--- src/rwm_pkg.sv ---
// ----------------------------------------------------------------------------
// rwm_pkg
// Types and constants for the running weighted mean block.
// ----------------------------------------------------------------------------
package rwm_pkg;

    // Accumulator and operand widths
    localparam int NUM_W  = 64;
    localparam int WT_W   = 32;
    localparam int ROOT_W = NUM_W / 2;

    // Mean kind register codes
    localparam logic MODE_ARITH = 1'b0;
    localparam logic MODE_QUAD  = 1'b1;

    // Status codes
    localparam logic [1:0] STATUS_OK         = 2'd0;
    localparam logic [1:0] STATUS_NEG_WEIGHT = 2'd1;
    localparam logic [1:0] STATUS_ZERO_TOTAL = 2'd2;
    localparam logic [1:0] STATUS_SATURATED  = 2'd3;

    // Saturation limits
    localparam logic [NUM_W-1:0] NUM_MAX = {1'b0, {(NUM_W-1){1'b1}}};
    localparam logic [NUM_W-1:0] NUM_MIN = {1'b1, {(NUM_W-1){1'b0}}};
    localparam logic [WT_W-1:0]  WT_MAX  = {WT_W{1'b1}};

    // Mean result clamp values (Q9.8, 17 bit signed): +32768 and -32768
    localparam logic [16:0] MEAN_POS_LIM = 17'h08000;
    localparam logic [16:0] MEAN_NEG_LIM = 17'h18000;

    // Input transfer payload
    typedef struct packed {
        logic signed [15:0] sample_value;
        logic signed [15:0] sample_weight;
        logic               restart;
    } t_rwm_in;

    // Output transfer payload
    typedef struct packed {
        logic signed [16:0] mean_result;
        logic [1:0]         status;
    } t_rwm_out;

endpackage

--- src/rwm_div.sv ---
// ----------------------------------------------------------------------------
// rwm_div
// Bit-serial restoring divider: 64-bit unsigned dividend by 32-bit unsigned
// divisor, one quotient bit per cycle, quotient valid with the done pulse.
// ----------------------------------------------------------------------------
module rwm_div
    import rwm_pkg::*;
(
    input  logic             i_clk,
    input  logic             i_rst_n,
    input  logic             i_start,
    input  logic [NUM_W-1:0] i_dividend,
    input  logic [WT_W-1:0]  i_divisor,
    output logic             o_done,
    output logic [NUM_W-1:0] o_quotient
);

    localparam int CNT_W = $clog2(NUM_W);

    logic             r_busy;
    logic             r_done;
    logic [CNT_W-1:0] r_cnt;
    logic [NUM_W-1:0] r_quo;
    logic [WT_W-1:0]  r_rem;
    logic [WT_W-1:0]  r_div;

    logic [WT_W:0]    rem_sh;
    logic [WT_W:0]    diff;
    logic             ge;

    // One trial subtraction per cycle
    assign rem_sh = {r_rem, r_quo[NUM_W-1]};
    assign diff   = rem_sh - {1'b0, r_div};
    assign ge     = (rem_sh >= {1'b0, r_div});

    // Control
    always_ff @(posedge i_clk) begin
        if (!i_rst_n) begin
            r_busy <= 1'b0;
            r_done <= 1'b0;
            r_cnt  <= '0;
        end else begin
            r_done <= 1'b0;
            if (i_start) begin
                r_busy <= 1'b1;
                r_cnt  <= '0;
            end else if (r_busy) begin
                r_cnt <= r_cnt + 1'b1;
                if (r_cnt == CNT_W'(NUM_W - 1)) begin
                    r_busy <= 1'b0;
                    r_done <= 1'b1;
                end
            end
        end
    end

    // Datapath: dividend shifts out at the top, quotient bits shift in below
    always_ff @(posedge i_clk) begin
        if (i_start) begin
            r_quo <= i_dividend;
            r_rem <= '0;
            r_div <= i_divisor;
        end else if (r_busy) begin
            r_quo <= {r_quo[NUM_W-2:0], ge};
            r_rem <= ge ? diff[WT_W-1:0] : rem_sh[WT_W-1:0];
        end
    end

    assign o_done     = r_done;
    assign o_quotient = r_quo;

endmodule

--- src/rwm_isqrt.sv ---
// ----------------------------------------------------------------------------
// rwm_isqrt
// Digit-serial floor square root of a 64-bit unsigned value, two radicand bits
// and one root bit per cycle.
// ----------------------------------------------------------------------------
module rwm_isqrt
    import rwm_pkg::*;
(
    input  logic              i_clk,
    input  logic              i_rst_n,
    input  logic              i_start,
    input  logic [NUM_W-1:0]  i_radicand,
    output logic              o_done,
    output logic [ROOT_W-1:0] o_root
);

    localparam int CNT_W = $clog2(ROOT_W);
    localparam int REM_W = ROOT_W + 2;

    logic              r_busy;
    logic              r_done;
    logic [CNT_W-1:0]  r_cnt;
    logic [NUM_W-1:0]  r_rad;
    logic [REM_W-1:0]  r_rem;
    logic [ROOT_W-1:0] r_root;

    logic [REM_W+1:0]  rem_sh;
    logic [REM_W+1:0]  trial;
    logic [REM_W+1:0]  diff;
    logic              ge;

    // Bring in the next two bits and try root*4+1
    assign rem_sh = {r_rem, r_rad[NUM_W-1 -: 2]};
    assign trial  = {2'b00, r_root, 2'b01};
    assign diff   = rem_sh - trial;
    assign ge     = (rem_sh >= trial);

    // Control
    always_ff @(posedge i_clk) begin
        if (!i_rst_n) begin
            r_busy <= 1'b0;
            r_done <= 1'b0;
            r_cnt  <= '0;
        end else begin
            r_done <= 1'b0;
            if (i_start) begin
                r_busy <= 1'b1;
                r_cnt  <= '0;
            end else if (r_busy) begin
                r_cnt <= r_cnt + 1'b1;
                if (r_cnt == CNT_W'(ROOT_W - 1)) begin
                    r_busy <= 1'b0;
                    r_done <= 1'b1;
                end
            end
        end
    end

    // Datapath
    always_ff @(posedge i_clk) begin
        if (i_start) begin
            r_rad  <= i_radicand;
            r_rem  <= '0;
            r_root <= '0;
        end else if (r_busy) begin
            r_rad  <= {r_rad[NUM_W-3:0], 2'b00};
            r_rem  <= ge ? diff[REM_W-1:0] : rem_sh[REM_W-1:0];
            r_root <= {r_root[ROOT_W-2:0], ge};
        end
    end

    assign o_done = r_done;
    assign o_root = r_root;

endmodule

--- src/running_weighted_mean.sv ---
// ----------------------------------------------------------------------------
// running_weighted_mean
// Running weighted arithmetic or quadratic mean of signed Q8.8 samples.
// ----------------------------------------------------------------------------
// One sample is in flight at a time; o_in_stall is low only while the block is
// idle, and a finished result waits in the output register so the next sample
// can be taken meanwhile. A sample with a negative weight goes from idle
// straight to done; a saturated or zero-weight result first passes the
// multiply, accumulate and check states. An arithmetic mean adds the bit-serial
// divider and a quadratic mean also the root unit, though a non-positive mean
// square skips both. Each transfer yields exactly one result transfer.
// ----------------------------------------------------------------------------
module running_weighted_mean
    import rwm_pkg::*;
(
    input  logic     i_clk,
    input  logic     i_rst_n,
    // sample channel
    input  logic     i_in_valid,
    output logic     o_in_stall,
    input  t_rwm_in  i_in_data,
    // result channel
    output logic     o_out_valid,
    input  logic     i_out_stall,
    output t_rwm_out o_out_data,
    // mean kind register
    input  logic     i_cfg_we,
    input  logic     i_cfg_wdata
);

    typedef enum logic [7:0] {
        S_IDLE  = 8'b0000_0001,
        S_MUL1  = 8'b0000_0010,
        S_MUL2  = 8'b0000_0100,
        S_ACC   = 8'b0000_1000,
        S_CHECK = 8'b0001_0000,
        S_DIV   = 8'b0010_0000,
        S_SQRT  = 8'b0100_0000,
        S_DONE  = 8'b1000_0000
    } t_state;

    // Control and state registers
    t_state            r_state,   n_state;
    logic              r_kind;
    logic [NUM_W-1:0]  r_num,     n_num;
    logic [WT_W-1:0]   r_wt,      n_wt;
    logic              r_out_valid, n_out_valid;

    // Payload registers
    logic signed [15:0] r_val;
    logic signed [15:0] r_wgt;
    logic signed [31:0] r_prod,   n_prod;
    logic signed [47:0] r_term,   n_term;
    logic               r_neg,    n_neg;
    t_rwm_out           r_res,    n_res;
    t_rwm_out           r_out;

    logic               in_xfer;
    logic               out_xfer;
    logic               out_load;

    logic signed [64:0] sum_ext;
    logic [WT_W:0]      wt_ext;
    logic [NUM_W-1:0]   num_mag;
    logic               num_sat;

    logic               div_start;
    logic               div_done;
    logic [NUM_W-1:0]   div_quo;
    logic               sqrt_start;
    logic               sqrt_done;
    logic [ROOT_W-1:0]  sqrt_root;
    logic [16:0]        quo_neg;

    assign in_xfer  = i_in_valid && !o_in_stall;
    assign out_xfer = r_out_valid && !i_out_stall;
    assign out_load = (r_state == S_DONE) && (!r_out_valid || !i_out_stall);

    // Saturating accumulation terms
    assign sum_ext = 65'(signed'(r_num)) + 65'(r_term);
    assign wt_ext  = {1'b0, r_wt} + {{(WT_W - 14){1'b0}}, r_wgt[14:0]};
    assign num_sat = (r_num == NUM_MAX) || (r_num == NUM_MIN) || (r_wt == WT_MAX);
    assign num_mag = r_num[NUM_W-1] ? (NUM_W'(0) - r_num) : r_num;
    assign quo_neg = 17'd0 - div_quo[16:0];

    // Sequencer
    always_comb begin
        n_state     = r_state;
        n_num       = r_num;
        n_wt        = r_wt;
        n_prod      = r_prod;
        n_term      = r_term;
        n_neg       = r_neg;
        n_res       = r_res;
        n_out_valid = r_out_valid;
        div_start   = 1'b0;
        sqrt_start  = 1'b0;

        if (out_xfer) begin
            n_out_valid = 1'b0;
        end

        unique case (r_state)
            S_IDLE: begin
                if (in_xfer) begin
                    if (i_in_data.restart) begin
                        n_num = '0;
                        n_wt  = '0;
                    end
                    if (i_in_data.sample_weight[15]) begin
                        n_res.mean_result = '0;
                        n_res.status      = STATUS_NEG_WEIGHT;
                        n_state           = S_DONE;
                    end else begin
                        n_state = S_MUL1;
                    end
                end
            end
            S_MUL1: begin
                // value, or value squared in quadratic mode
                n_prod  = (r_kind == MODE_QUAD) ? (32'(r_val) * 32'(r_val)) : 32'(r_val);
                n_state = S_MUL2;
            end
            S_MUL2: begin
                n_term  = 48'(r_prod) * 48'(r_wgt);
                n_state = S_ACC;
            end
            S_ACC: begin
                // numerator clamps at the signed limits, total at all ones
                if (sum_ext[64] != sum_ext[63]) begin
                    n_num = sum_ext[64] ? NUM_MIN : NUM_MAX;
                end else begin
                    n_num = sum_ext[NUM_W-1:0];
                end
                n_wt    = wt_ext[WT_W] ? WT_MAX : wt_ext[WT_W-1:0];
                n_state = S_CHECK;
            end
            S_CHECK: begin
                n_res.mean_result = '0;
                if (num_sat) begin
                    n_res.status = STATUS_SATURATED;
                    n_state      = S_DONE;
                end else if (r_wt == '0) begin
                    n_res.status = STATUS_ZERO_TOTAL;
                    n_state      = S_DONE;
                end else if ((r_kind == MODE_QUAD) &&
                             (r_num[NUM_W-1] || (r_num == '0))) begin
                    // non-positive mean square has root zero
                    n_res.status = STATUS_OK;
                    n_state      = S_DONE;
                end else begin
                    n_res.status = STATUS_OK;
                    n_neg        = r_num[NUM_W-1];
                    div_start    = 1'b1;
                    n_state      = S_DIV;
                end
            end
            S_DIV: begin
                if (div_done) begin
                    if (r_kind == MODE_QUAD) begin
                        sqrt_start = 1'b1;
                        n_state    = S_SQRT;
                    end else begin
                        // truncated quotient, clamped to +/-32768 (Q9.8 limits)
                        if (div_quo > NUM_W'(MEAN_POS_LIM)) begin
                            n_res.mean_result = r_neg ? MEAN_NEG_LIM : MEAN_POS_LIM;
                        end else begin
                            n_res.mean_result = r_neg ? quo_neg : div_quo[16:0];
                        end
                        n_state = S_DONE;
                    end
                end
            end
            S_SQRT: begin
                if (sqrt_done) begin
                    if (sqrt_root > ROOT_W'(MEAN_POS_LIM)) begin
                        n_res.mean_result = MEAN_POS_LIM;
                    end else begin
                        n_res.mean_result = sqrt_root[16:0];
                    end
                    n_state = S_DONE;
                end
            end
            S_DONE: begin
                if (out_load) begin
                    n_out_valid = 1'b1;
                    n_state     = S_IDLE;
                end
            end
            default: begin
                n_state = S_IDLE;
            end
        endcase
    end

    // Control registers
    always_ff @(posedge i_clk) begin
        if (!i_rst_n) begin
            r_state     <= S_IDLE;
            r_kind      <= MODE_ARITH;
            r_num       <= '0;
            r_wt        <= '0;
            r_out_valid <= 1'b0;
        end else begin
            r_state     <= n_state;
            r_num       <= n_num;
            r_wt        <= n_wt;
            r_out_valid <= n_out_valid;
            if (i_cfg_we) begin
                r_kind <= i_cfg_wdata;
            end
        end
    end

    // Payload registers
    always_ff @(posedge i_clk) begin
        if (in_xfer) begin
            r_val <= i_in_data.sample_value;
            r_wgt <= i_in_data.sample_weight;
        end
        r_prod <= n_prod;
        r_term <= n_term;
        r_neg  <= n_neg;
        r_res  <= n_res;
        if (out_load) begin
            r_out <= r_res;
        end
    end

    // Bit-serial divider
    rwm_div u_div (
        .i_clk      (i_clk),
        .i_rst_n    (i_rst_n),
        .i_start    (div_start),
        .i_dividend (num_mag),
        .i_divisor  (r_wt),
        .o_done     (div_done),
        .o_quotient (div_quo)
    );

    // Digit-serial square root
    rwm_isqrt u_isqrt (
        .i_clk      (i_clk),
        .i_rst_n    (i_rst_n),
        .i_start    (sqrt_start),
        .i_radicand (div_quo),
        .o_done     (sqrt_done),
        .o_root     (sqrt_root)
    );

    assign o_in_stall  = (r_state != S_IDLE);
    assign o_out_valid = r_out_valid;
    assign o_out_data  = r_out;

endmodule

--- config.mk ---
export PLATFORM = sky130hd
export DESIGN_NAME = running_weighted_mean
export DESIGN_NICKNAME = d
export VERILOG_FILES = /design/src/rwm_pkg.sv /design/src/rwm_div.sv /design/src/rwm_isqrt.sv /design/src/running_weighted_mean.sv
export SDC_FILE = /design/constraint.sdc
export NUM_CORES = 2
export LEC_CHECK = 0
export BUFFER_PORTS_ARGS = -buffer_cell sky130_fd_sc_hd__buf_2
export CAP_MARGIN = 20
export CELL_PAD_IN_SITES_DETAIL_PLACEMENT = 0
export CELL_PAD_IN_SITES_GLOBAL_PLACEMENT = 1
export CORE_AREA = 2 2 379 381
export CTS_BUF_LIST = sky130_fd_sc_hd__clkbuf_4
export DETAILED_ROUTE_END_ITERATION = 8
export DIE_AREA = 0 0 381 383
export PLACE_DENSITY_LB_ADDON = 0.1
export RECOVER_POWER = 25
export SYNTH_ARGS = -nofsm -noshare
export SYNTH_HDL_FRONTEND = slang
export SYNTH_SLANG_ARGS = --single-unit
--- constraint.sdc ---
create_clock -name i_clk -period 8.6 [get_ports i_clk]
set_input_delay 1.72 -clock i_clk [delete_from_list [all_inputs] [get_ports i_clk]]
set_output_delay 1.72 -clock i_clk [all_outputs]
set_load 0.005 [all_outputs]
==> flow_summary.ini <==
[sta]
fmax_mhz = 125.0
setup_tns_ns = 0
worstMarginPinSlew_ns = 2.735
fin_crit_ns = 7.998
finalCritPeriodShare_pct = 93.00
setup_violations = 0
rsz0062_at_grt = no
slew_headroom_pct = -82.32
finClkSkew_ns = 0.1047
final-hold-violation-count = 0
slew_viol_final = 183

[global_routing]
grt_pass1_wl_mm = 247.9
globalRoute.totalOverflow = 0
grt_util_all_layers_pct = 21.41
grt_max_degree = 90
grt_pass1_vias = 44770
antenna_found_initial = 3

[routing]
avgRoutedWirePerCell_um = 18.24
vias = 42130
ant_nets = 0
via_per_inst = 5.114
drt_iter0_drc = 2163
drc = 0
drt-pass1-iter-count = 5
drt-total-wl_mm = 150.3

[clock_network]
cts_resized = 0
clk_pin_slew_worst_paths_ns = 0.06
clkLatencyLatePin_ns = 1.20
cts_tree = yes
cts_buffers = 163
cts.sinks = 530
h-tree-depth = 4
post_cts_buffers = 0
clock_path_buffers = 3
hold_buffers = 0
root_buffer = clkbuf_4

[cells_and_area]
fillCellCount = 14470
nNetsFinal = 7318
syn_to_final_growth_pct = 7.626
layout_common_cells = inv_1, nand2_1, fa_1
final_common_cell = inv_1
drive_above_1_share_pct = 6.605

[worst_setup_path]
start_kind = register
worstPathRequired_ns = 9.46
cp.arrival_ns = 8.86
critical_path_peak_fanout = 24
worst_setup_path_end_kind = register
crit_slowest_cell = edfxtp_1
path_cells = buf_4 -> nand2_1 -> fa_1 -> fa_1 -> fa_1 -> fa_1 -> inv_1 -> fa_1 -> inv_1 -> fa_1 -> inv_1 -> ha_1 -> a21o_1 -> a21o_1 -> a21oi_1 -> a2bb2oi_1 -> nor4_1 -> or3_1 -> a41oi_1 -> or3_1 -> nand2_1 -> a221oi_1 -> xnor2_1
cpPeakStageDelay_ns = 1.05
crit_top_cell = fa_1
path_class = reg2reg

[synthesis]
synthesis.area_um2 = 56410
synth_edf_count = 311
ys_ff_latch = 530
synthFlopType = edfxtp_1
synth_warnings = 0
syn_area_per_cell_um2 = 9.145
synth_seq_area_share_pct = 24.33
syn_inst = 6168
postSynth.asyncResetShare_pct = 0
synth_cell_types = 91
synth.net_count = 7285

[hold_path]
hold_path_class = reg2reg

[status]
status = finished, violations left
violations = max-capacitance violations, max-slew violations

[placement]
io_buffers = 59
dp_hpwl_mm = 117.2
gp_congestion = 0.8157

[floorplanning]
chipHeight_um = 383
die-area_um2 = 145900
num_rows = 139
pin_count = 60
die_x_um = 381
core_um2 = 142300
start_util_pct = 39.65

[flow_run]
cap_viol_max_count = 5
-- synthesized netlist by cell type, types with 7 or more instances --
cell,n,share of area [%]
inv_1,1049,7.0
nand2_1,868,5.8
fa_1,730,26
ha_1,348,7.7
edfxtp_1,311,17
nor2_1,296,2.0
o21ai_0,275,2.4
and2_1,263,2.9
a21oi_1,257,2.3
clkbuf_1,226,1.5
dfxtp_1,219,7.8
xnor2_1,166,2.6
xor2_1,130,2.0
a21o_1,115,1.5
mux2i_1,84,1.5
nand3_1,69,0.61
nand4_1,62,0.69
a221o_1,51,0.90
nor3_1,51,0.45
a211oi_1,49,0.65
nor4_1,44,0.49
o31ai_1,39,0.52
o21bai_1,35,0.47
a31oi_1,34,0.38
and3_1,33,0.37
nand2b_1,33,0.37
nor2b_1,33,0.37
o21a_1,27,0.36
o211ai_1,21,0.28
or3_1,16,0.18
a21boi_0,14,0.19
o41ai_1,14,0.22
buf_2,11,0.098
or4_1,11,0.15
a221oi_1,10,0.16
nand3b_1,10,0.13
a41oi_1,8,0.12
buf_1,8,0.053
buf_4,8,0.11
mux2_2,8,0.16
nor3b_1,8,0.11
o21ai_1,8,0.071
a211o_1,7,0.11
-- layer usage --
metal | vias up | GRT usage [%] | share of wire [%]
met2 | 628 | 37.15 | 49
li1 | 20280 | - | -
met1 | 21030 | 27.92 | 45
met3 | 192 | 2.871 | 2.9
met5 | - | 0 | 0
met4 | 0 | 5.973 | 2.4
-- flip-flops by register name, summed over array words and instances, names as in the netlist, 5 cells and up --
signal / flops
u_div.r_rem: 32
u_isqrt.r_rad: 64
r_wt: 32
r_num: 64
u_div.r_div: 32
u_div.o_quotient: 64
u_div.r_cnt: 6
r_wgt: 16
u_isqrt.o_root: 32
r_state: 8
o_out_data: 19
r_val: 16
r_prod: 32
r_term: 48
u_isqrt.r_rem: 34
r_res: 19
u_isqrt.r_cnt: 5
-- final cells by class --
cell class | instances | area [um2] | area share, %
inverter | 1054 | 3956 | 6.517
clock buffer | 235 | 1764 | 2.906
clock inverter | 58 | 340.3 | 0.5606
multi-input combinational | 4328 | 37770 | 62.21
tap | 1903 | 2381 | 3.922
antenna | 6 | 15.01 | 0.02473
sequential | 530 | 13730 | 22.61
timing repair buffer | 124 | 754.5 | 1.243
-- cells by family after synthesis --
family	count (synthesis)	share of synthesized area, %
AO/OA/AOI/OAI	1027	11.74
XOR/XNOR	297	4.625
adder cells (fa/ha/maj)	1078	33.63
buffers and inverters	1310	8.828
flip-flops	530	24.33
multiplexers	93	1.675
AND/OR/NAND/NOR	1833	15.18
-- final timing paths --
kind	endpoint	slack [ns]	depth (start not counted)	start
worst max-delay path	r_term[46]$_DFFE_PP_	0.60	23	r_wgt[2]$_DFFE_PP_
worst min-delay path	o_out_data[7]$_DFFE_PP_	0.39	0	r_res[7]$_DFFE_PP_
worst max register to register	r_term[46]$_DFFE_PP_	0.60	23	r_wgt[2]$_DFFE_PP_
worst min register to register	o_out_data[7]$_DFFE_PP_	0.39	0	r_res[7]$_DFFE_PP_
-- critical path, delay by kind of cell, from the launching register on --
| family | cells | cell delay [ns] |
|---|---|---|
| XOR/XNOR | 1 | 0.12 |
| adder cells (fa/ha/maj) | 7 | 3.36 |
| buffers and inverters | 4 | 0.47 |
| flip-flops | 1 | 1.05 |
| AND/OR/NAND/NOR | 5 | 0.94 |
| AO/OA/AOI/OAI | 6 | 1.77 |
-- through the flow --
step / cell area (um2) / setup WS [ns] / hold WS (ns) / util (%) / cells
after floorplan: 56410 / 1.763 / 0.4003 / - / 6168
after global placement: 58630 / 0.7309 / 0.4034 / 41.21 / 7937
after detailed placement: 58650 / 0.6151 / 0.4052 / 41.23 / 7938
after CTS: 60760 / 0.6455 / 0.3754 / 42.71 / 8231
after global routing: 60710 / 0.1123 / 0.4054 / 42.67 / 8236
final: 60710 / 0.6022 / 0.3870 / 42.67 / 8238
Power is not shown: default switching activity piles up to over one toggle a cycle in this logic, so the estimate is an artifact.
